### config.mk
export PLATFORM = sky130hd
export DESIGN_NAME = ry420_queue
export DESIGN_NICKNAME = d
export VERILOG_FILES = /design/src/rtl/ry420_pkg.sv /design/src/rtl/ry420_queue.sv
export VERILOG_INCLUDE_DIRS = /design/src /design/src/rtl
export SDC_FILE = /design/constraint.sdc
export NUM_CORES = 1
export LEC_CHECK = 0
export ABC_AREA = 1
export BUFFER_PORTS_ARGS = -buffer_cell sky130_fd_sc_hd__buf_2
export CAP_MARGIN = 40
export CORE_UTILIZATION = 50
export CTS_CLUSTER_SIZE = 8
export DETAILED_ROUTE_END_ITERATION = 12
export GPL_TIMING_DRIVEN = 0
export PLACE_DENSITY = 0.69
export SETUP_SLACK_MARGIN = 0.05
export SLEW_MARGIN = 20
export SYNTH_ARGS = -nofsm -noshare
export SYNTH_HDL_FRONTEND = slang
export SYNTH_SLANG_ARGS = --single-unit
### constraint.sdc
create_clock -name clock -period 2.8 [get_ports clock]
set_input_delay 0.28 -clock clock [delete_from_list [all_inputs] [get_ports clock]]
set_output_delay 0.28 -clock clock [all_outputs]
set_load 0.05 [all_outputs]
### src/rtl/rgb_to_ycbcr_420_top_defines.svh
// ----------------------------------------------------------------------------
// RGB to YCbCr 4:2:0 converter - assertion macros
// Shared property shapes for the converter's internal checks.
// ----------------------------------------------------------------------------
`ifndef RGB_TO_YCBCR_420_TOP_DEFINES_SVH
`define RGB_TO_YCBCR_420_TOP_DEFINES_SVH

// ante holds at an edge -> cons holds at the same edge
`define RY420_ASSERT_IMPLIES(lbl, clk, rst, ante, cons, msg) \
   lbl: assert property (@(posedge clk) disable iff (rst) (ante) |-> (cons)) \
      else $error(msg);

// cond holds at every edge outside reset
`define RY420_ASSERT_ALWAYS(lbl, clk, rst, cond, msg) \
   lbl: assert property (@(posedge clk) disable iff (rst) (cond)) \
      else $error(msg);

`endif

### src/rtl/ry420_pkg.sv
// ----------------------------------------------------------------------------
// ry420_pkg - shared types and constants
// Widths, BT.601 Q0.16 coefficients, CSR indexes and word structs.
// ----------------------------------------------------------------------------
package ry420_pkg;

   localparam int PIX_W      = 8;
   localparam int SIZE_W     = 12;
   localparam int CNT_W      = 11;
   localparam int MAX_WIDTH  = 2048;
   localparam int MAX_HEIGHT = 2048;
   localparam int FRAC_BITS  = 16;
   localparam int COEF_W     = 16;
   localparam int PROD_W     = PIX_W + COEF_W;
   localparam int Q_W        = 24;
   localparam int SQ_W       = Q_W + 2;
   localparam int SUM_W      = 25;
   localparam int BLK_W      = SUM_W + 2;
   localparam int AVG_W      = BLK_W - FRAC_BITS;
   localparam int LINE_DEPTH = MAX_WIDTH / 2;
   localparam int IDX_W      = $clog2(LINE_DEPTH);
   localparam int CSR_IDX_W  = 2;
   localparam int CSR_DATA_W = SIZE_W;

   localparam int MID_DEPTH  = 4;
   localparam int MID_AW     = $clog2(MID_DEPTH);
   localparam int MID_CNT_W  = $clog2(MID_DEPTH + 1);
   localparam int OUT_DEPTH  = 8;
   localparam int OUT_AW     = $clog2(OUT_DEPTH);
   localparam int OUT_CNT_W  = $clog2(OUT_DEPTH + 1);

   typedef logic [PIX_W-1:0]      pix_type;
   typedef logic [SIZE_W-1:0]     size_type;
   typedef logic [CNT_W-1:0]      cnt_type;
   typedef logic [IDX_W-1:0]      idx_type;
   typedef logic [COEF_W-1:0]     coef_type;
   typedef logic [PROD_W-1:0]     prod_type;
   typedef logic [Q_W-1:0]        q_type;
   typedef logic signed [SQ_W-1:0] sq_type;
   typedef logic [SUM_W-1:0]      sum_type;
   typedef logic [BLK_W-1:0]      blk_type;
   typedef logic [AVG_W-1:0]      avg_type;
   typedef logic [CSR_IDX_W-1:0]  csr_idx_type;
   typedef logic [CSR_DATA_W-1:0] csr_data_type;
   typedef logic [MID_AW-1:0]     mid_ptr_type;
   typedef logic [MID_CNT_W-1:0]  mid_cnt_type;
   typedef logic [OUT_AW-1:0]     out_ptr_type;
   typedef logic [OUT_CNT_W-1:0]  out_cnt_type;

   // CSR map
   localparam csr_idx_type CSR_SUBSAMPLE = csr_idx_type'(0);
   localparam csr_idx_type CSR_WIDTH     = csr_idx_type'(1);
   localparam csr_idx_type CSR_HEIGHT    = csr_idx_type'(2);

   localparam size_type RESET_WIDTH  = size_type'(640);
   localparam size_type RESET_HEIGHT = size_type'(480);

   // Q0.16 coefficients; the luma ones rounded to nearest
   localparam coef_type C_Y_R  = coef_type'(19595);
   localparam coef_type C_Y_G  = coef_type'(38470);
   localparam coef_type C_Y_B  = coef_type'(7471);
   localparam coef_type C_CB_R = coef_type'(11061);
   localparam coef_type C_CB_G = coef_type'(21712);
   localparam coef_type C_HALF = coef_type'(32768);
   localparam coef_type C_CR_G = coef_type'(27440);
   localparam coef_type C_CR_B = coef_type'(5329);

   localparam q_type Q_OFFSET = q_type'(128 << FRAC_BITS);
   localparam q_type Q_MAX    = q_type'(255 << FRAC_BITS);
   localparam q_type ROUND_Q  = q_type'(1 << (FRAC_BITS - 1));

   typedef struct packed {
      pix_type red;
      pix_type green;
      pix_type blue;
   } pixel_type;

   typedef struct packed {
      pix_type luma;
      pix_type chroma_blue;
      pix_type chroma_red;
      logic    chroma_valid;
      logic    frame_end;
   } result_type;

   // chroma handling chosen by the front end
   typedef enum logic [1:0] {
      OP_PIXEL,   // 4:4:4, chroma per pixel
      OP_HOLD,    // first pixel of a pair, accumulate only
      OP_STORE,   // upper row pair done, park it in the line store
      OP_EMIT     // block done, average and output
   } op_type;

   typedef struct packed {
      pixel_type pixel;
      op_type    op;
      logic      pair_add;   // odd column: add to running pair sum
      logic      line_add;   // odd row: add upper row from line store
      idx_type   idx;
      logic      frame_end;
   } work_type;

   typedef struct packed {
      sum_type blue;
      sum_type red;
   } line_type;

endpackage

### src/rtl/ry420_queue.sv
// ----------------------------------------------------------------------------
// ry420_queue - work queue between front end and back end
// Small register FIFO of tagged pixels.
// ----------------------------------------------------------------------------
`include "rgb_to_ycbcr_420_top_defines.svh"

module ry420_queue (
   input  logic                clock,
   input  logic                reset,
   input  logic                push,
   input  ry420_pkg::work_type push_word,
   output logic                full,
   input  logic                pop,
   output logic                empty,
   output ry420_pkg::work_type head
);

   ry420_pkg::work_type    store_ff [ry420_pkg::MID_DEPTH];
   ry420_pkg::mid_ptr_type wr_ptr_ff, rd_ptr_ff;
   ry420_pkg::mid_cnt_type count_ff, count_in;

   assign full  = count_ff == ry420_pkg::mid_cnt_type'(ry420_pkg::MID_DEPTH);
   assign empty = count_ff == '0;
   assign head  = store_ff[rd_ptr_ff];

   assign count_in = count_ff + ry420_pkg::mid_cnt_type'(push)
                     - ry420_pkg::mid_cnt_type'(pop);

   always_ff @(posedge clock) begin
      if (reset) begin
         wr_ptr_ff <= '0;
         rd_ptr_ff <= '0;
         count_ff  <= '0;
      end else begin
         count_ff <= count_in;
         if (push) begin
            wr_ptr_ff <= wr_ptr_ff + ry420_pkg::mid_ptr_type'(1);
         end
         if (pop) begin
            rd_ptr_ff <= rd_ptr_ff + ry420_pkg::mid_ptr_type'(1);
         end
      end
   end

   always_ff @(posedge clock) begin
      if (push) begin
         store_ff[wr_ptr_ff] <= push_word;
      end
   end

   `RY420_ASSERT_IMPLIES(a_no_underflow, clock, reset, pop, count_ff != '0, "work queue popped empty")
   `RY420_ASSERT_IMPLIES(a_no_overflow, clock, reset, push && !pop, !full, "work queue pushed full")

endmodule

==> impl_metrics.toml, run 1 <==
[clock_network]
holdBufCountCts = 0
clockBufferDepth = 2
cts_resized = 0
cts_buffers = 17
cts_tree = "done"
cts-root-buf = "clkbuf_16"
cts_num_sinks = 165
cts_setup_buffers = 0
clock_latency_ns = 0.42
clk_pin_slew_worst_paths_ns = 0.06
htree_num_levels = 4

[critical_path]
crit_family = "buffers and inverters"
arrival_ns = 1.77
path_class = "flip-flop to output port"
path_cells = "clkbuf_1 > o21ai_0 > nand2_1 > buf_2"
required_ns = 2.52
crit_path_start_kind = "flip-flop"
critPathSlowestCell = "clkbuf_1"
cpPeakStageDelay_ns = 0.42
crit_fanout = 10
end_kind = "output port"
critPathBufInv = 2

[sta]
finalSetupViolCount = 0
period_minus_slack_ns = 2.05
fin_crit_sh = 0.733
tightest_slew_ns = 0.568
rsz0062_at_grt = "no"
fin_worst_skew_ns = 0.00848
hold_viol = 0
fin_ws_ns = 0.746
fmax_ghz = 0.487
tns_ns = 0
drv_slew = 0
slew_headroom = 0.621

[drt]
drt_iter0_markers = 220
dr.pass1.iters = 4
viasPerCell = 5.06
drc = 0
vias = 4060
antenna_left = 0
wl_um = 13100
detail_route.wl_per_cell_um = 16.3

[floorplanning]
core-area_um2 = 12700
die_area_um2 = 13700
row_count = 41
fp.dieH_um = 117
die_w_um = 117
ios = 84
start_util = 0.518

[flow_run]
drv_cap = 0

[place]
dp_hpwl_um = 8100
pre_cts_ws_ns = 1.13
io_buffers = 83
routabilityCongestion = 0.709
dp.cells = 770

[yosys]
synth.area.top_cells = "edfxtp_1 71%, inv_1 5.3%, nand2_1 4.9%, o211ai_1 4.4%, a21oi_1 3.4%"
yosysMostFrequentCell = "edfxtp_1"
yosysWarningCount = 0
async_flop_share = 0
syn_inst = 511
synth_top_cell_by_area = "edfxtp_1"
synth_top_area_share = 0.710
synthFlopType = "edfxtp_1"
synthTopCellsByCount = "156 x edfxtp_1, 94 x inv_1, 86 x nand2_1, 45 x a21oi_1, 39 x o211ai_1"
yosysSeqAreaShare = 0.737
synth_area_um2 = 6600
synth_edf_count = 156
ys_types = 17
ys_ff_latch = 165
synth.avg_cell_area_um2 = 12.9
synthesis.nets = 561

[worst_hold_path]
worst_hold_path_type = "primary input to flip-flop"

[outcome]
status = "completed"

[layout]
fin_nets = 667
antenna_cells = 0
layout.cells.non_filler = 802
area_growth_pct = 19.0
drive_gt1_frac = 0.225

[global_routing]
grt_pass1_wl_um = 20100
grt.overflow.total = 0
grt_util_all_layers = 0.208
antenna_found_initial = 0
grt_pass1_vias = 4073
grt_max_degree = 29

[power]
power.leakage_nw = 3.15
p_per_area_nw_per_um2 = 738
ir_drop_v = 0.000382
## state kept, by name, summed over array words and instances (netlist names), named ones only
register	cells
count_ff	3
store_ff	156
wr_ptr_ff	2
rd_ptr_ff	2
## stage by stage
stage / hold WS, ns / util / total power, mW / cell area [um^2]
6_report: 0.0537 / 0.617 / 5.80 / 7850
5_1_grt: 0.0343 / 0.617 / 6.00 / 7850
4_1_cts: 0.0338 / 0.617 / 5.83 / 7850
3_5_place_dp: 0.463 / 0.576 / 3.77 / 7320
3_3_place_gp: 0.451 / 0.568 / 3.74 / 7230
2_1_floorplan: 0.351 / - / 3.51 / 6600
## per-layer routing
metal	GRT usage	wire length [um]	vias up
met3	0.0541	815	8
met1	0.250	5660	1942
met5	0	0	-
li1	-	-	1979
met4	0.107	108	0
met2	0.349	6490	131
## power breakdown
part           switching (mW)  internal, mW
registers              0.0321          2.82
logic                   0.645         0.219
clock network           0.869          1.21
total                    1.55          4.25
## placed cells by master, fill, tap and decap left out
master	n
a21oi_1	45
buf_12	2
buf_16	2
buf_2	92
buf_4	7
buf_6	9
bufinv_16	1
clkbuf_1	6
clkbuf_16	17
clkinv_1	1
clkinv_2	4
clkinvlp_4	4
dfxtp_1	9
edfxtp_1	156
fa_1	1
ha_1	6
inv_1	90
inv_2	4
nand2_1	86
nand3_1	1
nor2_1	4
nor3_1	1
o211ai_1	39
o21ai_0	36
o21ai_1	7
## worst paths after layout
| check | cells past startpoint | slack [ns] | end | from |
|---|---|---|---|---|
| worst max-delay path | 4 | 0.75 | head[4] | flip-flop |
| worst min-delay path | 2 | 0.05 | count_ff[1] | reset |
| worst max register to register | 5 | 1.17 | store_ff[2][31] | wr_ptr_ff[0] |
| worst min register to register | 2 | 0.47 | flip-flop | rd_ptr_ff[1] |
## cell type report
| type | instances | area (um^2) |
|---|---|---|
| clock inverters | 10 | 83.8 |
| multi-input cells | 226 | 1180 |
| well taps | 172 | 215 |
| repair buffers | 87 | 510 |
| clock buffers | 22 | 444 |
| fillers | 1010 | 4870 |
| inverters | 94 | 353 |
| plain buffers | 26 | 203 |
| flip-flops and latches | 165 | 4860 |
## logic make-up after synthesis
family / count (synthesis) / share of synthesized area
adder cells (fa/ha/maj): 7 / 0.0144
buffers and inverters: 120 / 0.0842
AO/OA/AOI/OAI: 127 / 0.111
flip-flops: 165 / 0.737
AND/OR/NAND/NOR: 92 / 0.0527
No activity file was read; power rests on OpenSTA's default activity.
==> run 2: changes to the inputs <==
--- a/config.mk
+++ b/config.mk
@@ -6,14 +6,14 @@
 export SDC_FILE = /design/constraint.sdc
 export NUM_CORES = 1
 export LEC_CHECK = 0
-export ABC_AREA = 1
+export ABC_AREA = 0
 export BUFFER_PORTS_ARGS = -buffer_cell sky130_fd_sc_hd__buf_2
 export CAP_MARGIN = 40
 export CORE_UTILIZATION = 50
 export CTS_CLUSTER_SIZE = 8
 export DETAILED_ROUTE_END_ITERATION = 12
 export GPL_TIMING_DRIVEN = 0
-export PLACE_DENSITY = 0.69
+export PLACE_DENSITY = 0.7
 export SETUP_SLACK_MARGIN = 0.05
 export SLEW_MARGIN = 20
 export SYNTH_ARGS = -nofsm -noshare
==> constraint.sdc (replaced) <==
create_clock -name clock -period 2.11 [get_ports clock]
set_input_delay 0.211 -clock clock [delete_from_list [all_inputs] [get_ports clock]]
set_output_delay 0.211 -clock clock [all_outputs]
set_load 0.05 [all_outputs]
==> impl_metrics.toml, run 2 <==
[power]
power.leakage_nw = 2.63
p_comb_frac = 0.158
p_per_area_nw_per_um2 = 1000
power.share.clock = 0.338
ir_drop_v = 0.000506
p_int_mw = 5.66
finalPower_mw = 7.57
pwr-share-seq = 0.504
power.switching_mw = 1.91
power_switching_share = 0.252

[place]
routabilityCongestion = 0.654
io_buffers = 83
pre_cts_ws_ns = 0.321
dp.cells = 475
dp_hpwl_um = 6050

[critical_path]
crit_path_start_kind = "flip-flop"
path_cells = "buf_8 > buf_4 > mux4_2 > buf_4"
arrival_ns = 1.78
critPathSlowestCell = "mux4_2"
path_class = "flip-flop to output port"
crit_fanout = 5
end_kind = "output port"
critPathMostFrequentCell = "buf_4"
required_ns = 1.90
cpPeakStageDelay_ns = 0.51

[global_routing]
grt_util_all_layers = 0.176
grt_max_degree = 27
antenna_found_initial = 0
grt_pass1_wl_um = 15600
grt.overflow.total = 0
grt_pass1_vias = 3026

[clock_network]
htree_num_levels = 4
cts_buffers = 17
cts-root-buf = "clkbuf_16"
clockBufferDepth = 2
clock_latency_ns = 0.41
cts_num_sinks = 165
cts_tree = "done"
clk_pin_slew_worst_paths_ns = 0.06

[sta]
period_minus_slack_ns = 1.99
fmax_ghz = 0.503
finalSetupViolCount = 0
rsz0062_at_grt = "no"
fin_ws_ns = 0.123
holdWs_ns = 0.0156
drv_slew = 0
hold_viol = 0
fin_worst_skew_ns = 0.00435
tightest_slew_ns = 0.632
slew_headroom = 0.579
fin_crit_sh = 0.942

[yosys]
synthFlopType = "edfxtp_1"
synth_area_um2 = 6060
synthTopCellsByCount = "156 x edfxtp_1, 39 x mux4_2, 9 x dfxtp_1, 6 x ha_1, 6 x inv_1"
async_flop_share = 0
yosysSeqAreaShare = 0.803
synthesis.nets = 295
ys_ff_latch = 165
yosysMostFrequentCell = "edfxtp_1"
ys_types = 21
synth_top_cell_by_area = "edfxtp_1"
synth.avg_cell_area_um2 = 24.7
yosysWarningCount = 0
synth.area.top_cells = "edfxtp_1 77%, mux4_2 15%, dfxtp_1 3.0%, ha_1 1.2%, and2_1 0.41%"
syn_inst = 245
synth_top_area_share = 0.773
synth_edf_count = 156

[drt]
detail_route.wl_per_cell_um = 18.7
drc = 5
dr.pass1.iters = 8
vias = 2823
antenna_left = 0
drt_iter0_markers = 188
wl_um = 9930
viasPerCell = 5.33

[floorplanning]
fp.dieH_um = 112
die_w_um = 112
ios = 84
row_count = 39
die_area_um2 = 12600
start_util = 0.522
core-area_um2 = 11600

[worst_hold_path]
worst_hold_path_type = "primary input to flip-flop"

[layout]
fin_nets = 426
final_cell_mix = "156 x edfxtp_1, 75 x buf_2, 39 x mux4_2"
top_regs = "store_ff (156), count_ff (3)"
largest_reg_flops = 156
antenna_cells = 0
drive_gt1_frac = 0.429
layout_commonest_cell = "edfxtp_1"
area_growth_pct = 24.4
max_flop_register = "store_ff"
layout.cells.non_filler = 530

[outcome]
violations = "design-rule violations"
status = "finished, violations left"

[flow_run]
drv_cap = 0
run 2: cell types whose count changed after synthesis, sizes merged, moves of 39 or more:
cell / delta
mux4: +39
a21oi: -44
o21ai: -43
nand2: -86
inv: -88
o211ai: -39
run 2: cells by family after synthesis:
logic type	Yosys count	synth area share
flops	165	0.803
mux	40	0.147
buf+inv	14	0.0128
simple gates	14	0.0124
fa+ha+maj	7	0.0157
xor+xnor	3	0.00682
compound gates	2	0.00248
run 2: per-stage QoR:
stage | setup TNS [ns] | utilization | area (um^2)
5_1_grt | 0 | 0.649 | 7530
6_report | 0 | 0.649 | 7530
4_1_cts | 0 | 0.645 | 7490
3_5_place_dp | 0 | 0.582 | 6760
2_1_floorplan | 0 | - | 6060
3_3_place_gp | -74.51 | 0.573 | 6650
run 2: layout make-up:
| class | count | area (um^2) |
|---|---|---|
| multi-input cells | 66 | 1120 |
| flip-flops and latches | 165 | 4870 |
| inverters | 6 | 22.5 |
| well taps | 143 | 179 |
| clock inverters | 8 | 37.5 |
| repair buffers | 112 | 781 |
| plain buffers | 8 | 82.6 |
| clock buffers | 22 | 444 |
| fillers | 817 | 4080 |
run 2: critical path: cells and delay by family (launching register included):
kind	cells	cell delay (ns)
buffers and inverters	3	0.49
DFF	1	0.37
muxes	1	0.51
run 2: final timing paths:
kind	from	end	slack [ns]	cells past startpoint
worst max-delay path	flip-flop	head[4]	0.12	4
worst min-delay path	push_word[2]	store_ff[0][2]	0.02	1
worst max register to register	count_ff[0]	count_ff[2]	0.34	7
worst min register to register	rd_ptr_ff[0]	flip-flop	0.55	2
run 2: routing by layer:
| metal | track usage | share of wire | up-vias |
|---|---|---|---|
| met5 | 0 | 0 | - |
| met4 | 0.0684 | 0.016 | 0 |
| met3 | 0.0621 | 0.051 | 13 |
| met2 | 0.292 | 0.52 | 71 |
| met1 | 0.213 | 0.41 | 1450 |
| li1 | - | - | 1289 |
run 2: power groups by stage:
stage | clock (mW) | sequential (mW) | combinational, mW
2_1_floorplan | 0 | 3.87 | 0.847
3_3_place_gp | 0 | 3.88 | 1.10
3_5_place_dp | 0 | 3.88 | 1.14
4_1_cts | 2.61 | 3.81 | 1.19
5_1_grt | 2.75 | 3.83 | 1.26
6_report | 2.56 | 3.81 | 1.19
run 2: repair_timing:
item,CTS,global route
gates cloned,0,0
gates resized for setup,10,12
buffers inserted,3,0
endpoints found under the hold margin,77,8
hold buffers,20,2
endpoints found under the setup margin,30,38
pin swaps,0,0
