===== src/rtl/rgb_to_ycbcr_420_top_defines.svh =====
// ----------------------------------------------------------------------------
// RGB to YCbCr 4:2:0 converter - assertion macros
// Shared property shapes for the converter's internal checks.
// ----------------------------------------------------------------------------
`ifndef RGB_TO_YCBCR_420_TOP_DEFINES_SVH
`define RGB_TO_YCBCR_420_TOP_DEFINES_SVH

// ante holds at an edge -> cons holds at the same edge
`define RY420_ASSERT_IMPLIES(lbl, clk, rst, ante, cons, msg) \
   lbl: assert property (@(posedge clk) disable iff (rst) (ante) |-> (cons)) \
      else $error(msg);

// cond holds at every edge outside reset
`define RY420_ASSERT_ALWAYS(lbl, clk, rst, cond, msg) \
   lbl: assert property (@(posedge clk) disable iff (rst) (cond)) \
      else $error(msg);

`endif


===== src/rtl/ry420_pkg.sv =====
// ----------------------------------------------------------------------------
// ry420_pkg - shared types and constants
// Widths, BT.601 Q0.16 coefficients, CSR indexes and word structs.
// ----------------------------------------------------------------------------
package ry420_pkg;

   localparam int PIX_W      = 8;
   localparam int SIZE_W     = 12;
   localparam int CNT_W      = 11;
   localparam int MAX_WIDTH  = 2048;
   localparam int MAX_HEIGHT = 2048;
   localparam int FRAC_BITS  = 16;
   localparam int COEF_W     = 16;
   localparam int PROD_W     = PIX_W + COEF_W;
   localparam int Q_W        = 24;
   localparam int SQ_W       = Q_W + 2;
   localparam int SUM_W      = 25;
   localparam int BLK_W      = SUM_W + 2;
   localparam int AVG_W      = BLK_W - FRAC_BITS;
   localparam int LINE_DEPTH = MAX_WIDTH / 2;
   localparam int IDX_W      = $clog2(LINE_DEPTH);
   localparam int CSR_IDX_W  = 2;
   localparam int CSR_DATA_W = SIZE_W;

   localparam int MID_DEPTH  = 4;
   localparam int MID_AW     = $clog2(MID_DEPTH);
   localparam int MID_CNT_W  = $clog2(MID_DEPTH + 1);
   localparam int OUT_DEPTH  = 8;
   localparam int OUT_AW     = $clog2(OUT_DEPTH);
   localparam int OUT_CNT_W  = $clog2(OUT_DEPTH + 1);

   typedef logic [PIX_W-1:0]      pix_type;
   typedef logic [SIZE_W-1:0]     size_type;
   typedef logic [CNT_W-1:0]      cnt_type;
   typedef logic [IDX_W-1:0]      idx_type;
   typedef logic [COEF_W-1:0]     coef_type;
   typedef logic [PROD_W-1:0]     prod_type;
   typedef logic [Q_W-1:0]        q_type;
   typedef logic signed [SQ_W-1:0] sq_type;
   typedef logic [SUM_W-1:0]      sum_type;
   typedef logic [BLK_W-1:0]      blk_type;
   typedef logic [AVG_W-1:0]      avg_type;
   typedef logic [CSR_IDX_W-1:0]  csr_idx_type;
   typedef logic [CSR_DATA_W-1:0] csr_data_type;
   typedef logic [MID_AW-1:0]     mid_ptr_type;
   typedef logic [MID_CNT_W-1:0]  mid_cnt_type;
   typedef logic [OUT_AW-1:0]     out_ptr_type;
   typedef logic [OUT_CNT_W-1:0]  out_cnt_type;

   // CSR map
   localparam csr_idx_type CSR_SUBSAMPLE = csr_idx_type'(0);
   localparam csr_idx_type CSR_WIDTH     = csr_idx_type'(1);
   localparam csr_idx_type CSR_HEIGHT    = csr_idx_type'(2);

   localparam size_type RESET_WIDTH  = size_type'(640);
   localparam size_type RESET_HEIGHT = size_type'(480);

   // Q0.16 coefficients; the luma ones rounded to nearest
   localparam coef_type C_Y_R  = coef_type'(19595);
   localparam coef_type C_Y_G  = coef_type'(38470);
   localparam coef_type C_Y_B  = coef_type'(7471);
   localparam coef_type C_CB_R = coef_type'(11061);
   localparam coef_type C_CB_G = coef_type'(21712);
   localparam coef_type C_HALF = coef_type'(32768);
   localparam coef_type C_CR_G = coef_type'(27440);
   localparam coef_type C_CR_B = coef_type'(5329);

   localparam q_type Q_OFFSET = q_type'(128 << FRAC_BITS);
   localparam q_type Q_MAX    = q_type'(255 << FRAC_BITS);
   localparam q_type ROUND_Q  = q_type'(1 << (FRAC_BITS - 1));

   typedef struct packed {
      pix_type red;
      pix_type green;
      pix_type blue;
   } pixel_type;

   typedef struct packed {
      pix_type luma;
      pix_type chroma_blue;
      pix_type chroma_red;
      logic    chroma_valid;
      logic    frame_end;
   } result_type;

   // chroma handling chosen by the front end
   typedef enum logic [1:0] {
      OP_PIXEL,   // 4:4:4, chroma per pixel
      OP_HOLD,    // first pixel of a pair, accumulate only
      OP_STORE,   // upper row pair done, park it in the line store
      OP_EMIT     // block done, average and output
   } op_type;

   typedef struct packed {
      pixel_type pixel;
      op_type    op;
      logic      pair_add;   // odd column: add to running pair sum
      logic      line_add;   // odd row: add upper row from line store
      idx_type   idx;
      logic      frame_end;
   } work_type;

   typedef struct packed {
      sum_type blue;
      sum_type red;
   } line_type;

endpackage


===== src/rtl/ry420_front.sv =====
// ----------------------------------------------------------------------------
// ry420_front - CSRs, raster counters and pixel classification
// Takes pixels, tags each with its chroma operation and line store slot.
// ----------------------------------------------------------------------------
module ry420_front (
   input  logic                    clock,
   input  logic                    reset,
   input  logic                    push,
   output logic                    full,
   input  ry420_pkg::pixel_type    req_word,
   input  logic                    csr_valid,
   output logic                    csr_ready,
   input  ry420_pkg::csr_idx_type  csr_index,
   input  ry420_pkg::csr_data_type csr_data,
   input  logic                    q_full,
   output logic                    q_push,
   output ry420_pkg::work_type     q_word
);

   logic                subsample_ff;
   ry420_pkg::size_type width_ff;
   ry420_pkg::size_type height_ff;
   ry420_pkg::cnt_type  col_ff, col_in;
   ry420_pkg::cnt_type  row_ff, row_in;

   ry420_pkg::size_type width_eff, height_eff;
   ry420_pkg::cnt_type  w_last, h_last;
   logic                col_last, row_last, accept;
   ry420_pkg::op_type   op;

   assign csr_ready = 1'b1;
   assign full      = q_full;
   assign accept    = push && !q_full;
   assign q_push    = accept;

   // zero size acts as 1, oversize saturates
   always_comb begin
      priority if (width_ff == '0) begin
         width_eff = ry420_pkg::size_type'(1);
      end else if (width_ff > ry420_pkg::size_type'(ry420_pkg::MAX_WIDTH)) begin
         width_eff = ry420_pkg::size_type'(ry420_pkg::MAX_WIDTH);
      end else begin
         width_eff = width_ff;
      end
      priority if (height_ff == '0) begin
         height_eff = ry420_pkg::size_type'(1);
      end else if (height_ff > ry420_pkg::size_type'(ry420_pkg::MAX_HEIGHT)) begin
         height_eff = ry420_pkg::size_type'(ry420_pkg::MAX_HEIGHT);
      end else begin
         height_eff = height_ff;
      end
   end

   assign w_last   = ry420_pkg::cnt_type'(width_eff - ry420_pkg::size_type'(1));
   assign h_last   = ry420_pkg::cnt_type'(height_eff - ry420_pkg::size_type'(1));
   assign col_last = col_ff >= w_last;
   assign row_last = row_ff >= h_last;

   always_comb begin
      priority if (!subsample_ff) begin
         op = ry420_pkg::OP_PIXEL;
      end else if (!col_ff[0] && !col_last) begin
         op = ry420_pkg::OP_HOLD;
      end else if (!row_ff[0] && !row_last) begin
         op = ry420_pkg::OP_STORE;
      end else begin
         op = ry420_pkg::OP_EMIT;
      end
   end

   always_comb begin
      q_word.pixel     = req_word;
      q_word.op        = op;
      q_word.pair_add  = col_ff[0];
      q_word.line_add  = row_ff[0];
      q_word.idx       = col_ff[ry420_pkg::IDX_W:1];
      q_word.frame_end = col_last && row_last;
   end

   always_comb begin
      col_in = col_ff;
      row_in = row_ff;
      if (accept) begin
         if (col_last) begin
            col_in = '0;
            row_in = row_last ? '0 : row_ff + ry420_pkg::cnt_type'(1);
         end else begin
            col_in = col_ff + ry420_pkg::cnt_type'(1);
         end
      end
   end

   always_ff @(posedge clock) begin
      if (reset) begin
         subsample_ff <= 1'b0;
         width_ff     <= ry420_pkg::RESET_WIDTH;
         height_ff    <= ry420_pkg::RESET_HEIGHT;
         col_ff       <= '0;
         row_ff       <= '0;
      end else begin
         col_ff <= col_in;
         row_ff <= row_in;
         if (csr_valid && csr_ready) begin
            unique case (csr_index)
               ry420_pkg::CSR_SUBSAMPLE: subsample_ff <= csr_data[0];
               ry420_pkg::CSR_WIDTH:     width_ff     <= csr_data;
               ry420_pkg::CSR_HEIGHT:    height_ff    <= csr_data;
               default: begin
               end
            endcase
         end
      end
   end

endmodule


===== config.mk =====
export PLATFORM = sky130hd
export DESIGN_NAME = ry420_front
export DESIGN_NICKNAME = d
export VERILOG_FILES = /design/src/rtl/rgb_to_ycbcr_420_top_defines.svh /design/src/rtl/ry420_pkg.sv /design/src/rtl/ry420_front.sv
export SDC_FILE = /design/constraint.sdc
export NUM_CORES = 1
export LEC_CHECK = 0
export ABC_CLOCK_PERIOD_IN_PS = 4550
export BUFFER_PORTS_ARGS = -buffer_cell sky130_fd_sc_hd__buf_4
export CAP_MARGIN = 20
export CORE_ASPECT_RATIO = 1.4
export CORE_MARGIN = 3
export CORE_UTILIZATION = 25
export CTS_CLUSTER_DIAMETER = 150
export DETAILED_ROUTE_END_ITERATION = 10
export PLACE_DENSITY = 0.55
export SLEW_MARGIN = 5
export SYNTH_ARGS = -nofsm -noshare
export SYNTH_HDL_FRONTEND = slang
export SYNTH_SLANG_ARGS = --single-unit

===== constraint.sdc =====
create_clock -name clock -period 4.55 [get_ports clock]
set_input_delay 0.2275 -clock clock [delete_from_list [all_inputs] [get_ports clock]]
set_output_delay 0.2275 -clock clock [all_outputs]
set_load 0.01 [all_outputs]

==> impl_metrics.toml, run 1 <==
[floorplanning]
die_w_um = 101
start_util = 0.257
die_h_um = 139
dieArea_um2 = 14100
row_count = 48
pin_count = 85
core_um2 = 12400

[routing]
ant_nets = 0
drtIter0Drc = 139
first_pass_iters = 4
drt-vias-per-instance = 4.96
totalWireLength_um = 8080
wl_per_cell_um = 14.5
dr_total_vias = 2755
drc = 0

[synth]
syn_nets = 471
syn-mean-instance-area_um2 = 7.91
synth_edf_count = 0
async_flop_share = 0
syn_area_um2 = 3180
synth_top_flop_cell = "dfxtp_1"
ys_seq_elements = 47
synth_warnings = 0
netlist_instances = 402
ys_types = 61
seq_area_frac_synth = 0.296

[clocking]
cts_hold_buf = 0
clock_sinks = 47
cts.path.max_buffers = 2
cts_tree = "yes"
cts_root_buf = "clkbuf_16"
clock_latency_ps = 290
numCtsBuffers = 5
htreeDepth = 2
clk_pin_slew_ps = 70
post_cts_buffers = 0

[run]
maxCapViolations = 0

[sta]
slew_viol_final = 0
final_hold_viol_count = 0
final.min_clock_period_ps = 4280
clock_skew_ps = 5.45
setup_viol = 0
finalCritPeriodShare = 0.940
worst_slew_pin_slew_ps = 620
slew-limit-headroom = 0.583
setup_tns_ps = 0
max_freq_ghz = 0.234
rsz0062_at_grt = "false"

[layout]
final_cell_mix = "60 x nand2_1, 47 x dfxtp_1, 40 x buf_4, 28 x nor2_1, 27 x a21oi_1"
fillers = 1336
layout-drive-gt1-share = 0.158
diodes = 0
final_common_cell = "nand2_1"
num-nets-final = 474
layout.cells.non_filler = 556
syn_to_final_growth_pct = 12.8

[placed_design]
place_inst = 548
dpl.hpwl_um = 6490
gp_congestion = 0.849
portBuffers = 35

[pwr]
intPower_mw = 0.700
netSwitchingFraction = 0.267
p_leak_nw = 1.51
vdd_drop_max_mv = 0.145
power.density_nw_per_um2 = 266
comb_power_share = 0.144
p_seq_frac = 0.456
power.switching_mw = 0.255
clkPwrFrac = 0.401

[global_route]
grt_pass1_vias = 2651
grt.total_usage = 0.117
gr-total-overflow = 0
grt_max_degree = 24
grt_first_pass_wirelength_um = 13100
antenna_found_initial = 0

[setup_path]
cp-start-kind = "flip-flop"
endpoint_kind = "output port"
cp.arrival_ps = 4050
cp_max_fo = 10
crit_type = "flip-flop to output port"
crit_required_ps = 4320

[min_path]
hold_path_class = "input port to flip-flop"

[outcome]
status = "finished, final reports clean"
area by class of cell:
type | instances | area (µm²) | share of cell area
Clock buffer | 6 | 139 | 0.0387
Clock inverter | 2 | 16.3 | 0.00454
Inverter | 12 | 45.0 | 0.0126
Multi-Input combinational cell | 299 | 1960 | 0.546
Sequential cell | 47 | 941 | 0.262
Tap cell | 150 | 188 | 0.0524
Timing Repair Buffer | 40 | 300 | 0.0838
kinds of logic (layout without fill, tap and decap cells):
family                   count (synthesis)  after routing  synth area share
XOR/XNOR                                15             15            0.0413
multiplexers                             4              4            0.0134
buffers and inverters                   56             60            0.0992
AND/OR/NAND/NOR                        161            161             0.252
adder cells (fa/ha/maj)                 26             26             0.102
flip-flops                              47             47             0.296
AO/OA/AOI/OAI                           92             92             0.194
other                                    1              1           0.00118
Yosys cell counts (3+ instances only):
cell / instances / area share
a21o_1: 4 / 0.0094
a21oi_1: 27 / 0.043
a22o_1: 10 / 0.028
and3_1: 8 / 0.016
buf_2: 3 / 0.0047
buf_4: 27 / 0.064
clkbuf_1: 13 / 0.015
dfxtp_1: 47 / 0.30
ha_1: 26 / 0.10
inv_1: 11 / 0.013
nand2_1: 60 / 0.071
nand2b_1: 5 / 0.0098
nand3_1: 18 / 0.028
nor2_1: 28 / 0.033
nor2b_1: 11 / 0.022
nor3_1: 8 / 0.013
nor4_1: 4 / 0.0079
o21a_1: 3 / 0.0071
o21ai_0: 16 / 0.025
o21bai_1: 3 / 0.0071
o31ai_1: 3 / 0.0071
xnor2_1: 5 / 0.014
xor2_1: 10 / 0.028
what timing repair did:
action                                  in CTS  in global routing
endpoints found under the setup margin       1                  3
resized for setup                            1                  4
hold endpoints to repair                     0                  0
power groups by stage:
stage	Clock (mW)	Sequential, mW	Combinational (mW)
after floorplan	0	0.439	0.115
after global placement	0	0.443	0.134
after detailed placement	0	0.444	0.137
after CTS	0.392	0.434	0.138
after global routing	0.415	0.437	0.154
final	0.383	0.435	0.137
state kept, by name, summed over array words and instances, names as in the netlist:
signal	count
height_ff	12
col_ff	11
width_ff	12
subsample_ff	1
row_ff	11
path summary, 6_finish.rpt:
check / from / to / slack (ps) / cells past startpoint
setup / recovery: width_ff[2] / q_word[13] / 270 / 15
hold / removal: csr_data[9] / width_ff[9] / 160 / 3
setup reg to reg: width_ff[2] / row_ff[2] / 410 / 14
hold reg to reg: width_ff[0] / width_ff[0] / 470 / 2
critical path, cell delays in order, from the launching register on:
cell and delay (ps):
dfxtp_1 360, or4_4 610, nor4_4 300, a21o_2 160
nand2_1 70, ha_1 310, nand2_1 100, mux2_2 140
o221ai_1 120, ha_1 350, nand4_1 110, o311a_1 400
o21bai_2 230, nor2_1 90, o31a_1 260, buf_4 150
metal layers:
layer / vias to the layer above / part of all wire / track usage
li1: 1401 / - / -
met3: 13 / 0.035 / 0.0226
met5: - / 0 / 0
met4: 0 / 0.025 / 0.0483
met1: 1300 / 0.39 / 0.124
met2: 41 / 0.55 / 0.218
stage by stage:
stage	cell area, µm²	util	total power, mW	hold slack, ps	setup slack, ps
2_1_floorplan	3180	-	0.554	350	555
3_3_place_gp	3400	0.275	0.577	455	336
3_5_place_dp	3400	0.275	0.581	455	268
4_1_cts	3560	0.288	0.964	155	47.1
5_1_grt	3580	0.290	1.01	164	4.38
6_report	3580	0.290	0.955	161	271
Note: power is estimated with default switching activity, not from simulation.
==> run 2: changes to the inputs <==
--- a/config.mk
+++ b/config.mk
@@ -10,10 +10,10 @@
 export CAP_MARGIN = 20
 export CORE_ASPECT_RATIO = 1.4
 export CORE_MARGIN = 3
-export CORE_UTILIZATION = 25
+export CORE_UTILIZATION = 30
 export CTS_CLUSTER_DIAMETER = 150
 export DETAILED_ROUTE_END_ITERATION = 10
-export PLACE_DENSITY = 0.55
+export PLACE_DENSITY = 0.61
 export SLEW_MARGIN = 5
 export SYNTH_ARGS = -nofsm -noshare
 export SYNTH_HDL_FRONTEND = slang
==> run 2 against run 1 <==
  * First-iteration DRC count rose by 29%
  * Clock power barely moved
  * Clock skew barely moved
  * Via count rose by 0.58%
  * Core utilization rose by 6.1 points
  * Routed wire length fell by 0.59%
  * Hold slack got worse by 6.0 ps
  * Non-clock buffer count fell by 1
  * Clock-buffer cell count did not move
  * Cell count fell by 2.9%
  * Cell area fell by 1.1%
  * Fmax rose by 1.1%
  * Critical endpoint unchanged
==> impl_metrics.toml, run 2 (same netlist as run 1, synthesis figures left out) <==
[outcome]
status = "finished, final reports clean"

[sta]
max_freq_ghz = 0.236
final.min_clock_period_ps = 4230
slew-limit-headroom = 0.576
final_hold_viol_count = 0
slew_viol_final = 0
worst_slew_pin_slew_ps = 631
fin_hold_ws_ps = 155
setup_tns_ps = 0
rsz0062_at_grt = "false"
finalCritPeriodShare = 0.930
setup_viol = 0
clock_skew_ps = 5.73

[pwr]
vdd_drop_max_mv = 0.146
p_total_mw = 0.956
power.density_nw_per_um2 = 270
p_leak_nw = 1.50

[floorplanning]
start_util = 0.314
core_um2 = 10100
pin_count = 85
dieArea_um2 = 11900
die_h_um = 128
die_w_um = 93.0
row_count = 43

[setup_path]
endpoint_kind = "output port"
max_stage_delay_ps = 610
crit_chain = "or4_4 > nor4_4 > a21o_2 > nand2_1 > ha_1 > nand2_1 > mux2_2 > o221ai_1 > ha_1 > nand4_1 > o311a_1 > o21bai_2 > nor2_1 > o31a_1 > buf_4"
cp-start-kind = "flip-flop"
crit_type = "flip-flop to output port"
crit_required_ps = 4320
cpMaxStageDelayCell = "or4_4"
cp.arrival_ps = 4010
cp_max_fo = 10

[clocking]
htreeDepth = 2
cts_root_buf = "clkbuf_16"
cts_tree = "yes"
numCtsBuffers = 5
post_cts_buffers = 0
post_cts_resize_count = 0
cts_hold_buf = 0
cts.path.max_buffers = 2
clock_latency_ps = 290
clock_sinks = 47
clk_pin_slew_ps = 70

[layout]
multi_input_area_um2 = 1940
final_cell_mix = "60 x nand2_1, 47 x dfxtp_1, 39 x buf_4, 28 x nor2_1, 27 x a21oi_1"
regArea_um2 = 941
num-nets-final = 473
final_common_cell = "nand2_1"
final_area_um2 = 3540
syn_to_final_growth_pct = 11.5
fillers = 1093
diodes = 0
layout-drive-gt1-share = 0.153
top_regs = "height_ff x12, width_ff x12"

[routing]
drc = 0
first_pass_iters = 4
ant_nets = 0
drt-vias-per-instance = 5.13
drtIter0Drc = 179
totalWireLength_um = 8040
wl_per_cell_um = 14.9
dr_total_vias = 2771

[global_route]
grt_max_degree = 24
grt_first_pass_wirelength_um = 12900
antenna_found_initial = 0
grt_pass1_vias = 2650
grt.total_usage = 0.136
gr-total-overflow = 0

[placed_design]
placed_area_um2 = 3380
gp_congestion = 0.842
portBuffers = 35
dpl.hpwl_um = 6330

[min_path]
hold_path_class = "input port to flip-flop"

[run]
maxCapViolations = 0
## run 2: layout make-up
cell class | count | share of cell area
sequential | 47 | 0.265
tap | 135 | 0.0477
inverter | 12 | 0.0127
clock buffer | 6 | 0.0392
clock inverter | 2 | 0.00459
timing repair buffer | 39 | 0.0826
multi-input combinational | 299 | 0.548
## run 2: worst paths after layout
check	slack (ps)	startpoint	cells past startpoint	end
worst max-delay path	320	width_ff[2]	15	q_word[13]
worst min-delay path	150	csr_data[5]	3	height_ff[5]
worst min register to register	480	width_ff[1]	2	width_ff[1]
worst max register to register	400	width_ff[2]	14	row_ff[6]
## run 2: power by group
part           total, mW  switching [mW]  leakage, nW  internal, mW
clock network      0.386           0.166       0.0731         0.220
registers          0.436          0.0151        0.381         0.421
logic              0.135          0.0760         1.04        0.0585
total              0.956           0.257         1.50         0.699
## run 2: per-layer routing
layer	vias to the layer above	track usage	share of wire
li1	1401	-	-
met1	1301	0.144	0.40
met2	52	0.258	0.53
met3	17	0.0241	0.040
met4	0	0.0621	0.030
met5	-	0	0
## run 2: worst max-delay path, delay by kind of cell, from the launching register on
family,cells,cell delay (ps)
buffers and inverters,1,140
adders and majority gates,2,650
and+or+nand+nor,6,1270
DFF,1,360
muxes,1,140
AOI/OAI and AO/OA,5,1150
## run 2: per-stage QoR
step	std cells	util	setup WS, ps
final	540	0.350	317
after global routing	540	0.350	36.1
after CTS	540	0.349	56.5
after detailed placement	532	0.334	309
after global placement	532	0.334	424
after floorplan	402	-	555
