File: src/rtl/rgb_to_ycbcr_420_top_defines.svh
// ----------------------------------------------------------------------------
// RGB to YCbCr 4:2:0 converter - assertion macros
// Shared property shapes for the converter's internal checks.
// ----------------------------------------------------------------------------
`ifndef RGB_TO_YCBCR_420_TOP_DEFINES_SVH
`define RGB_TO_YCBCR_420_TOP_DEFINES_SVH

// ante holds at an edge -> cons holds at the same edge
`define RY420_ASSERT_IMPLIES(lbl, clk, rst, ante, cons, msg) \
   lbl: assert property (@(posedge clk) disable iff (rst) (ante) |-> (cons)) \
      else $error(msg);

// cond holds at every edge outside reset
`define RY420_ASSERT_ALWAYS(lbl, clk, rst, cond, msg) \
   lbl: assert property (@(posedge clk) disable iff (rst) (cond)) \
      else $error(msg);

`endif

File: src/rtl/ry420_pkg.sv
// ----------------------------------------------------------------------------
// ry420_pkg - shared types and constants
// Widths, BT.601 Q0.16 coefficients, CSR indexes and word structs.
// ----------------------------------------------------------------------------
package ry420_pkg;

   localparam int PIX_W      = 8;
   localparam int SIZE_W     = 12;
   localparam int CNT_W      = 11;
   localparam int MAX_WIDTH  = 2048;
   localparam int MAX_HEIGHT = 2048;
   localparam int FRAC_BITS  = 16;
   localparam int COEF_W     = 16;
   localparam int PROD_W     = PIX_W + COEF_W;
   localparam int Q_W        = 24;
   localparam int SQ_W       = Q_W + 2;
   localparam int SUM_W      = 25;
   localparam int BLK_W      = SUM_W + 2;
   localparam int AVG_W      = BLK_W - FRAC_BITS;
   localparam int LINE_DEPTH = MAX_WIDTH / 2;
   localparam int IDX_W      = $clog2(LINE_DEPTH);
   localparam int CSR_IDX_W  = 2;
   localparam int CSR_DATA_W = SIZE_W;

   localparam int MID_DEPTH  = 4;
   localparam int MID_AW     = $clog2(MID_DEPTH);
   localparam int MID_CNT_W  = $clog2(MID_DEPTH + 1);
   localparam int OUT_DEPTH  = 8;
   localparam int OUT_AW     = $clog2(OUT_DEPTH);
   localparam int OUT_CNT_W  = $clog2(OUT_DEPTH + 1);

   typedef logic [PIX_W-1:0]      pix_type;
   typedef logic [SIZE_W-1:0]     size_type;
   typedef logic [CNT_W-1:0]      cnt_type;
   typedef logic [IDX_W-1:0]      idx_type;
   typedef logic [COEF_W-1:0]     coef_type;
   typedef logic [PROD_W-1:0]     prod_type;
   typedef logic [Q_W-1:0]        q_type;
   typedef logic signed [SQ_W-1:0] sq_type;
   typedef logic [SUM_W-1:0]      sum_type;
   typedef logic [BLK_W-1:0]      blk_type;
   typedef logic [AVG_W-1:0]      avg_type;
   typedef logic [CSR_IDX_W-1:0]  csr_idx_type;
   typedef logic [CSR_DATA_W-1:0] csr_data_type;
   typedef logic [MID_AW-1:0]     mid_ptr_type;
   typedef logic [MID_CNT_W-1:0]  mid_cnt_type;
   typedef logic [OUT_AW-1:0]     out_ptr_type;
   typedef logic [OUT_CNT_W-1:0]  out_cnt_type;

   // CSR map
   localparam csr_idx_type CSR_SUBSAMPLE = csr_idx_type'(0);
   localparam csr_idx_type CSR_WIDTH     = csr_idx_type'(1);
   localparam csr_idx_type CSR_HEIGHT    = csr_idx_type'(2);

   localparam size_type RESET_WIDTH  = size_type'(640);
   localparam size_type RESET_HEIGHT = size_type'(480);

   // Q0.16 coefficients; the luma ones rounded to nearest
   localparam coef_type C_Y_R  = coef_type'(19595);
   localparam coef_type C_Y_G  = coef_type'(38470);
   localparam coef_type C_Y_B  = coef_type'(7471);
   localparam coef_type C_CB_R = coef_type'(11061);
   localparam coef_type C_CB_G = coef_type'(21712);
   localparam coef_type C_HALF = coef_type'(32768);
   localparam coef_type C_CR_G = coef_type'(27440);
   localparam coef_type C_CR_B = coef_type'(5329);

   localparam q_type Q_OFFSET = q_type'(128 << FRAC_BITS);
   localparam q_type Q_MAX    = q_type'(255 << FRAC_BITS);
   localparam q_type ROUND_Q  = q_type'(1 << (FRAC_BITS - 1));

   typedef struct packed {
      pix_type red;
      pix_type green;
      pix_type blue;
   } pixel_type;

   typedef struct packed {
      pix_type luma;
      pix_type chroma_blue;
      pix_type chroma_red;
      logic    chroma_valid;
      logic    frame_end;
   } result_type;

   // chroma handling chosen by the front end
   typedef enum logic [1:0] {
      OP_PIXEL,   // 4:4:4, chroma per pixel
      OP_HOLD,    // first pixel of a pair, accumulate only
      OP_STORE,   // upper row pair done, park it in the line store
      OP_EMIT     // block done, average and output
   } op_type;

   typedef struct packed {
      pixel_type pixel;
      op_type    op;
      logic      pair_add;   // odd column: add to running pair sum
      logic      line_add;   // odd row: add upper row from line store
      idx_type   idx;
      logic      frame_end;
   } work_type;

   typedef struct packed {
      sum_type blue;
      sum_type red;
   } line_type;

endpackage

File: src/rtl/ry420_out_queue.sv
// ----------------------------------------------------------------------------
// ry420_out_queue - result queue
// Holds finished words until the consumer pops them.
// ----------------------------------------------------------------------------
`include "rgb_to_ycbcr_420_top_defines.svh"

module ry420_out_queue (
   input  logic                   clock,
   input  logic                   reset,
   input  logic                   push,
   input  ry420_pkg::result_type  push_word,
   input  logic                   pop,
   output logic                   empty,
   output ry420_pkg::result_type  head,
   output ry420_pkg::out_cnt_type count
);

   ry420_pkg::result_type  store_ff [ry420_pkg::OUT_DEPTH];
   ry420_pkg::out_ptr_type wr_ptr_ff, rd_ptr_ff;
   ry420_pkg::out_cnt_type count_ff, count_in;
   logic                   pop_ok;

   assign empty  = count_ff == '0;
   assign pop_ok = pop && !empty;
   assign head   = store_ff[rd_ptr_ff];
   assign count  = count_ff;

   assign count_in = count_ff + ry420_pkg::out_cnt_type'(push)
                     - ry420_pkg::out_cnt_type'(pop_ok);

   always_ff @(posedge clock) begin
      if (reset) begin
         wr_ptr_ff <= '0;
         rd_ptr_ff <= '0;
         count_ff  <= '0;
      end else begin
         count_ff <= count_in;
         if (push) begin
            wr_ptr_ff <= wr_ptr_ff + ry420_pkg::out_ptr_type'(1);
         end
         if (pop_ok) begin
            rd_ptr_ff <= rd_ptr_ff + ry420_pkg::out_ptr_type'(1);
         end
      end
   end

   always_ff @(posedge clock) begin
      if (push) begin
         store_ff[wr_ptr_ff] <= push_word;
      end
   end

   `RY420_ASSERT_IMPLIES(a_no_overflow, clock, reset, push, count_ff != ry420_pkg::out_cnt_type'(ry420_pkg::OUT_DEPTH), "result queue written while full")

endmodule

File: config.mk
export PLATFORM = sky130hd
export DESIGN_NAME = ry420_out_queue
export DESIGN_NICKNAME = d
export VERILOG_FILES = /design/src/rtl/ry420_pkg.sv /design/src/rtl/ry420_out_queue.sv
export VERILOG_INCLUDE_DIRS = /design/src /design/src/rtl
export SDC_FILE = /design/constraint.sdc
export NUM_CORES = 1
export LEC_CHECK = 0
export ABC_AREA = 1
export BUFFER_PORTS_ARGS = -buffer_cell sky130_fd_sc_hd__buf_2
export CORE_ASPECT_RATIO = 1.25
export CORE_MARGIN = 10
export CORE_UTILIZATION = 55
export DETAILED_ROUTE_END_ITERATION = 16
export PLACE_DENSITY = 0.75
export SYNTH_ARGS = -nofsm -noshare
export SYNTH_HDL_FRONTEND = slang
export SYNTH_SLANG_ARGS = --single-unit
File: constraint.sdc
create_clock -name clock -period 2.1 [get_ports clock]
set_clock_uncertainty 0.05 [all_clocks]
set_input_delay 0.42 -clock clock [delete_from_list [all_inputs] [get_ports clock]]
set_output_delay 0.42 -clock clock [all_outputs]
set_load 0.01 [all_outputs]
==> reports/results.txt, run 1 <==
DP Cell Count: 1255
Unrepaired setup endpoints after global routing: yes
Status: finished, violations left
Final instance area: 11540 um2
CP Capture Type: primary output
Antenna diodes: 0
Die W: 138.7 um
Fmax: 449.3 MHz
Fill count: 1228
Register Area: 6511 um2
Layout area overhead: 19.03%
Core area: 17360 um2
Detail Placement HPWL: 11690 um
Count of final setup violators: 26
Register bit count reported by yosys: 221
Iter 0 DRT Violations: 560
Syn Std Cell Area: 9692 um2
Pins Over Slew Limit: 0
Layout cells sized above 1: 21.14%
CTS tree: done
Clock Latency Late Sink: 0.48 ns
Initial antenna violation count: 0
Cell Rows: 54
Total Routed Length: 22200 um
Crit path time final: 2.226 ns
Max Buffers Root-to-Sink: 3
Worst Hold Class: primary input to flop
IO buf count: 60
Number of CTS-inserted buffers: 21
Clock Sinks: 221
Multi-input gate area: 2192 um2
Total congestion overflow: 0
Post-synthesis cell count: 983
Period utilization: 106.0%
Vias in the first global route: 6700
Chip height: 168.4 um
DIE AREA: 23360 um2
Arrival time worst endpoint: 1.76 ns
Root Driver: clkbuf_16
Final worst-path setup slack: -0.1257 ns
Fin Hold WS: 0.1207 ns
Post-detailed-route DRC marker count: 0
DR vias: 6619
Distinct cells, synth: 20
Syn. warnings: 0
Max_cap viols: 0
Clock slew at reported path FFs: 0.06 ns
Violated checks: negative setup slack
Via density per instance: 5.064
WL per Instance: 16.99 um
Synth Net Count: 1020
Syn_area_per_cell: 9.859 um2
Worst-path fanout max: 8
Post-CTS Hold Fix Bufs: 0
Commonest cells after routing, fill and taps aside: 330 x nand2_1, 208 x edfxtp_1, 153 x inv_1
Register area share after synthesis: 67.13%
Power Density: 1034 nW/um2
I/O pin cnt: 61
DR pass1 iterations: 5
Req. time, crit path: 1.63 ns
Slew headroom: 73.30%
Max IR drop VDD: 0.8113 mV
GP Congestion: 0.7441
Crit Path Class: flop to primary output
DRT antenna net count: 0
Slew @ Worst Pin: 0.4005 ns
Finished Layout Cells: 1307
Initial Utilization: 55.81%
Final nets: 1107
Largest net degree at the start of global routing: 53
Critical Path Start Type: flop
First-pass GRT wire length: 34110 um
Placed cell areas: 10410 um2
Total GRT Usage: 18.04%
Hold Violations, Final: 0
Most common cell after layout, fill and taps aside: nand2_1
Leakage: 5.246 nW
H-tree Lvls: 1
-- per-layer routing --
layer | wire length (um) | track usage [%] | vias up
met5 | 0 | 0 | -
met4 | 412 | 6.043 | 0
met3 | 1482 | 2.983 | 36
met2 | 11740 | 33.82 | 237
met1 | 8573 | 20.23 | 3110
li1 | - | - | 3236
-- cell usage after synthesis, drive strengths merged --
library cell / instances / area share [%]
clkinv: 6 / 0.26
dfxtp: 13 / 2.7
inv: 218 / 8.4
o21ai: 3 / 0.15
nand3: 111 / 5.7
xnor2: 1 / 0.090
clkbuf: 7 / 0.27
nand2: 350 / 14
fa: 1 / 0.21
nor2: 18 / 0.70
or2: 1 / 0.065
edfxtp: 208 / 64
a21oi: 8 / 0.41
ha: 6 / 0.77
buf: 32 / 2.2
-- critical path: stages (launching register included) --
cell and delay (ns):
dfxtp_4 0.40, buf_12 0.16, buf_16 0.15, buf_12 0.12, nand2_4 0.04, nand3_2 0.05, nand2_1 0.07, nand2_1 0.05
nand2_2 0.10, buf_6 0.10
-- cells by family (layout without fill, tap and decap cells) --
logic type / after synthesis / count (layout) / synth area share [%]
AO/OA/AOI/OAI: 11 / 11 / 0.5680
XOR/XNOR: 1 / 1 / 0.09039
adder cells (fa/ha/maj): 7 / 7 / 0.9811
buffers and inverters: 263 / 363 / 11.18
flip-flops: 221 / 221 / 67.13
AND/OR/NAND/NOR: 480 / 480 / 20.05
-- final cells by class --
| class | count | area share, % |
|---|---|---|
| flip-flops and latches | 221 | 56.44 |
| repair buffers | 103 | 9.458 |
| clock inverters | 4 | 0.1627 |
| multi-input cells | 499 | 19.00 |
| clock buffers | 32 | 5.087 |
| well taps | 224 | 2.429 |
| inverters | 224 | 7.419 |
-- flip-flops by register name, indices dropped and copies added (netlist names), named ones only --
register   flops
store_ff     208
count          4
wr_ptr_ff      3
rd_ptr_ff      3
-- what timing repair did --
item / in CTS / in global routing
buffers inserted: 2 / 2
pin swaps: 6 / 15
cloned: 8 / 4
resized for setup: 34 / 15
setup endpoints to repair: 26 / 26
-- worst paths after layout --
| kind | startpoint | end | slack, ns | cells after the start |
|---|---|---|---|---|
| worst max-delay path | flop | head[3] | -0.13 | 9 |
| worst max register to register | count[2] | count[2] | 0.22 | 9 |
| worst min register to register | rd_ptr_ff[2] | flop | 0.46 | 2 |
| worst min-delay path | reset | count[1] | 0.12 | 2 |
-- stage by stage --
stage               worst slack [ns]  TNS, ns  util (%)  total power [mW]
finish                       -0.1257   -1.875     66.44             11.92
global route                 -0.2115   -4.157     66.44             12.54
CTS                         -0.08325   -1.333     65.48             11.77
detailed placement            0.2337        0     59.95             7.883
global placement              0.2916        0     59.95             7.828
floorplan                    -0.1805   -18.78         -             6.980
-- report_power, final --
group	switching, mW	internal [mW]
Clock	1.48	1.92
Sequential	0.0904	4.98
Combinational	2.00	1.46
Total	3.57	8.36
Power figures use the tool's default switching activity.
==> inputs of run 2 (changes only) <==
CAP_MARGIN = 40   (was default)
CELL_PAD_IN_SITES_DETAIL_PLACEMENT = 1   (was default)
CELL_PAD_IN_SITES_GLOBAL_PLACEMENT = 2   (was default)
CORE_UTILIZATION = 35   (was 55)
PLACE_DENSITY = 0.74   (was 0.75)
==> run 2 against run 1 <==
Compared with the run above:
- the flow still finishes with violations (negative setup slack)
- register-to-register slack is essentially flat
- first-iteration DRC count shrank 52%
- utilization shrank 23 points
- power grew 5.4%
- routed wire length grew 14%
- sequential share of layout area shrank 1.4 points
- cell count grew 9.5%
- largest power group unchanged
- combinational power shrank 1%
- final area grew 2.5%
- worst hold slack lost 0.020 ns
- maximum frequency grew 0.77%
==> reports/results.txt, run 2 (synthesis gave the netlist of run 1 again) <==
Count of final setup violators: 26 (unchanged)
Arrival time worst endpoint: 1.74 ns (-0.02 ns)
First-pass GRT wire length: 38870 um (+14%)
Slew headroom: 70.56% (-2.7 points)
Core area: 27480 um2 (+58%)
R2R setup slack: 0.23 ns (about the same)
Clock Latency Late Sink: 0.50 ns (+0.02 ns)
Worst Hold Class: primary input to flop
Final instance area: 11820 um2 (+2.5%)
DIE AREA: 34790 um2 (+49%)
Initial Utilization: 35.27% (-21 points)
Total GRT Usage: 14.21% (-3.8 points)
DP Cell Count: 1379 (+9.9%)
Worst Setup EP: head[14]
Max_cap viols: 0 (unchanged)
CTS tree: done
Max Buffers Root-to-Sink: 3 (unchanged)
Clock slew at reported path FFs: 0.06 ns (about the same)
Critical Path Start Type: flop
GP Congestion: 0.7202 (-3.2%)
Crit Path Class: flop to primary output
Placed cell areas: 10630 um2 (+2.1%)
Detail Placement HPWL: 14060 um (+20%)
Commonest cells after routing, fill and taps aside: 332 x nand2_1, 208 x edfxtp_1, 153 x inv_1
Pins Over Slew Limit: 0 (unchanged)
Total congestion overflow: 0 (unchanged)
Finished Layout Cells: 1431 (+9.5%)
Pwr Total: 12.57 mW (+5.4%)
Post-detailed-route DRC marker count: 0 (unchanged)
Iter 0 DRT Violations: 267 (-52%)
Fin Hold WS: 0.1008 ns (-0.01986 ns)
Max IR drop VDD: 0.5663 mV (-30%)
Antenna diodes: 0 (unchanged)
Crit path time final: 2.209 ns (-0.01694 ns)
Violated checks: negative setup slack
Final nets: 1102 (-0.45%)
Req. time, crit path: 1.63 ns (about the same)
Largest net degree at the start of global routing: 37 (-30%)
Worst-case reg-to-reg path depth: 9 (unchanged)
Power Density: 1063 nW/um2 (+2.8%)
Chip height: 206.0 um (+22%)
Crit-path cells: buf_12, clkbuf_16, nand2_1, nand3_1, nand2_1, nand2_1, nand2_1, buf_2
Slew @ Worst Pin: 0.4416 ns (+0.04112 ns)
FF-to-FF Start: count[2]
Cell Rows: 68 (+26%)
IO buf count: 60 (unchanged)
Largest register FFs: 208 (unchanged)
Crit-path most repeated cell: nand2_1
CP Capture Type: primary output
Via density per instance: 4.628 (-8.6%)
Slowest CP cell: dfxtp_4
DR pass1 iterations: 6 (+1)
Number of CTS-inserted buffers: 23 (+9.5%)
Worst-path fanout max: 6 (-2)
Root Driver: clkbuf_16
Layout cells sized above 1: 21.09% (-0.053 points)
Hold Violations, Final: 0 (unchanged)
Utilization after layout: 43.02% (-23 points)
Die W: 168.8 um (+22%)
DRT antenna net count: 0 (unchanged)
Final worst-path setup slack: -0.1088 ns (+0.01694 ns)
Clock Sinks: 221 (unchanged)
Most common cell after layout, fill and taps aside: nand2_1
Vias in the first global route: 6960 (+3.9%)
Peak per-stage delay on the critical path: 0.44 ns (+0.04 ns)
Status: finished, violations left
Period utilization: 105.2% (-0.81 points)
Fmax: 452.7 MHz (+0.77%)
Initial antenna violation count: 2 (+2)
I/O pin cnt: 61 (unchanged)
Largest register by flop count: store_ff
WL per Instance: 17.71 um (+4.3%)
Total Routed Length: 25350 um (+14%)
H-tree Lvls: 1 (unchanged)
DR vias: 6622 (+0.045%)
Leakage: 5.279 nW (+0.63%)
Layout area overhead: 21.99%
Unrepaired setup endpoints after global routing: yes
Reg2reg end: count[2]
run 2: timing repair:
item / CTS / global route
pin swaps: 1 / 3
cloned: 4 / 6
endpoints found under the setup margin: 26 / 26
buffers inserted: 1 / 0
hold buffers: 0 / 0
gates resized for setup: 25 / 24
run 2: metal layers:
metal	GRT usage (%)	vias to the layer above	part of all wire, %
met1	16.72	3275	42
li1	-	3227	-
met2	26.57	89	53
met3	2.188	27	3.4
met4	3.020	4	1.4
met5	0	-	0.091
run 2: worst min path at each step:
stage | startpoint | endpoint | slack [ns] | cells after the start
floorplan | wr_ptr_ff[0] | wr_ptr_ff[0] | 0.41 | 2
global placement | rd_ptr_ff[2] | rd_ptr_ff[2] | 0.43 | 2
detailed placement | wr_ptr_ff[0] | wr_ptr_ff[0] | 0.45 | 2
CTS | reset | count[2] | 0.09 | 2
global route | reset | count[2] | 0.11 | 2
finish | reset | count[0] | 0.10 | 2
run 2: critical path, delay by kind of cell, from the launching register on:
kind	cells	cell delay, ns
flops	1	0.44
simple gates	5	0.29
buf+inv	3	0.49
run 2: area by class of cell:
type                       instances  area [um2]
tap                              350       437.9
sequential                       221        6511
fill                            3070       15660
clock buffer                      31       625.6
clock inverter                    10       121.4
timing repair buffer              96        1044
multi-input combinational        499        2232
inverter                         224       850.8
run 2: stage by stage:
step / TNS (ns) / setup slack (ns)
after floorplan: -18.78 / -0.1805
after global placement: 0 / 0.2391
after detailed placement: 0 / 0.2027
after CTS: -2.784 / -0.1327
after global routing: -4.673 / -0.1972
final: -1.723 / -0.1088
run 2: where the power goes:
group / internal [mW] / total (mW) / switching (mW)
sequential: 4.98 / 5.07 / 0.0892
combinational: 1.41 / 3.42 / 2.01
clock: 2.45 / 4.08 / 1.63
==> inputs of run 3 (changes only) <==
SETUP_SLACK_MARGIN = 0.2   (was default)
==> run 3 against run 2 <==
Compared with the run above:
- clock power about the same
- highest routed layer unchanged
- combinational power is 19% higher
- cell count rose by 1.3%
- the flow still finishes with violations (negative setup slack)
- global-route usage rose by 0.73 points
- count of clock-buffer cells in the layout shrank 3
- non-clock buffer count grew 20
- largest cell class unchanged
==> reports/results.txt, run 3 (synthesis gave the netlist of run 1 again) <==
Placed cell areas: 10670 um2 (+0.40%)
Most common cell after layout, fill and taps aside: nand2_1
DR pass1 iterations: 4 (-2)
Comb pwr share: 30.8% (+3.6 points)
Leakage: 5.439 nW (+3.0%)
Final instance area: 12220 um2 (+3.4%)
Vias in the first global route: 7187 (+3.3%)
Req. time, crit path: 1.63 ns (about the same)
Die W: 168.8 um (unchanged)
Clock Latency Late Sink: 0.51 ns (about the same)
Commonest cells after routing, fill and taps aside: 329 x nand2_1, 208 x edfxtp_1, 151 x inv_1
Internal: 9.205 mW (+4.2%)
Final nets: 1122 (+1.8%)
Cell Rows: 68 (unchanged)
Hold Violations, Final: 0 (unchanged)
Layout area overhead: 26.12%
IO buf count: 60 (unchanged)
Critical Path Start Type: flop
Status: finished, violations left
Crit path time final: 2.272 ns (+0.06312 ns)
Crit-path cells: inv_8, buf_6, buf_12, nand2_1, nand3_1, nand2_1, nand2_1, nand2_2, buf_6
Largest net degree at the start of global routing: 30 (-19%)
Via density per instance: 4.654 (+0.58%)
Period utilization: 108.2% (+3.0 points)
Chip height: 206.0 um (unchanged)
Crit Path Class: flop to primary output
Largest register FFs: 208 (unchanged)
Fmax: 440.2 MHz (-2.8%)
Layout cells sized above 1: 23.91% (+2.8 points)
DIE AREA: 34790 um2 (unchanged)
Multi-input gate area: 2280 um2 (+2.1%)
GP Congestion: 0.7114 (-1.2%)
Pins Over Slew Limit: 0 (unchanged)
Initial antenna violation count: 1 (-1)
Slew headroom: 71.05% (+0.49 points)
DRT antenna net count: 0 (unchanged)
Max IR drop VDD: 0.6108 mV (+7.8%)
Root Driver: clkbuf_16
Fill count: 3020 (-1.6%)
Total Routed Length: 26730 um (+5.5%)
Power Density: 1080 nW/um2 (+1.6%)
CP Capture Type: primary output
Violated checks: negative setup slack
Buf+Inv Stages, Crit Path: 4 (+1)
Max_cap viols: 0 (unchanged)
Slew @ Worst Pin: 0.4342 ns (-0.007384 ns)
Max Buffers Root-to-Sink: 3 (unchanged)
Antenna diodes: 0 (unchanged)
Peak per-stage delay on the critical path: 0.42 ns (-0.02 ns)
Detail Placement HPWL: 14580 um (+3.7%)
Iter 0 DRT Violations: 275 (+3.0%)
Crit-path most repeated cell: nand2_1
Switch share: 30.30% (+0.59 points)
Slowest CP cell: dfxtp_4
First-pass GRT wire length: 40490 um (+4.2%)
Core area: 27480 um2 (unchanged)
CTS tree: done
Largest register by flop count: store_ff
Clock Sinks: 221 (unchanged)
Initial Utilization: 35.27% (unchanged)
Worst Hold Class: primary input to flop
Total GRT Usage: 14.94% (+0.73 points)
Clock slew at reported path FFs: 0.06 ns (about the same)
I/O pin cnt: 61 (unchanged)
Worst-path fanout max: 7 (+1)
Register Area: 6514 um2 (about the same)
Final setup TNS: -3.266 ns (-1.543 ns)
Unrepaired setup endpoints after global routing: yes
Clk pwr share: 30.8% (-1.7 points)
Final worst-path setup slack: -0.1719 ns (-0.06312 ns)
Crit-path leading delay family: buffers and inverters
Seq pwr share: 38.4% (-1.9 points)
P_sw: 4.002 mW (+7.2%)
WL per Instance: 18.44 um (+4.1%)
Post-detailed-route DRC marker count: 0 (unchanged)
Arrival time worst endpoint: 1.80 ns (+0.06 ns)
Total congestion overflow: 0 (unchanged)
Number of CTS-inserted buffers: 23 (unchanged)
Count of final setup violators: 26 (unchanged)
H-tree Lvls: 1 (unchanged)
DR vias: 6749 (+1.9%)
run 3: path summary, 6_finish.rpt:
kind | end | start | slack, ns | cells after the start
worst min-delay path | count[0] | reset | 0.11 | 2
worst max-delay path | head[3] | flop | -0.17 | 9
worst max register to register | count[1] | count[3] | 0.38 | 9
worst min register to register | wr_ptr_ff[0] | wr_ptr_ff[0] | 0.46 | 2
run 3: per-layer routing:
metal | share of wire, % | wire length [um] | track usage (%) | up-vias
met3 | 3.3 | 881 | 2.130 | 40
met2 | 53 | 14180 | 27.57 | 109
met4 | 2.4 | 631 | 4.608 | 2
met1 | 41 | 11030 | 17.45 | 3326
li1 | - | - | - | 3272
met5 | 0.049 | 13 | 0 | -
run 3: power by group through the flow:
| stage | sequential [mW] | clock (mW) | combinational (mW) |
|---|---|---|---|
| final | 5.07 | 4.07 | 4.07 |
| after global routing | 5.08 | 4.34 | 4.50 |
| after CTS | 5.07 | 4.16 | 3.77 |
| after detailed placement | 5.15 | 0 | 2.95 |
| after global placement | 5.14 | 0 | 2.93 |
| after floorplan | 5.13 | 0 | 1.86 |
run 3: timing repair:
action                     4_1_cts  5_1_grt
hold buffers                     0        0
gates cloned                    11        5
buffers inserted                 7        3
pin swaps                       10       14
resized for setup               51       27
setup endpoints to repair       27       29
run 3: layout make-up:
| cell class | count | area share, % |
|---|---|---|
| multi-input cells | 499 | 18.65 |
| clock inverters | 12 | 1.146 |
| flip-flops and latches | 221 | 53.29 |
| well taps | 350 | 3.583 |
| clock buffers | 28 | 4.944 |
| inverters | 224 | 7.022 |
| repair buffers | 116 | 11.36 |
run 3: stage by stage:
stage               worst slack [ns]  std cells  util, %  power [mW]  hold slack (ns)
finish                       -0.1719       1450    44.48       13.21           0.1084
global placement              0.2452       1384    38.84       8.070           0.4390
detailed placement            0.2254       1384    38.84       8.099           0.4536
global route                 -0.2511       1450    44.48       13.92           0.1091
floorplan                    -0.1805        983        -       6.990           0.4128
CTS                          -0.1789       1442    43.54       13.00          0.09835
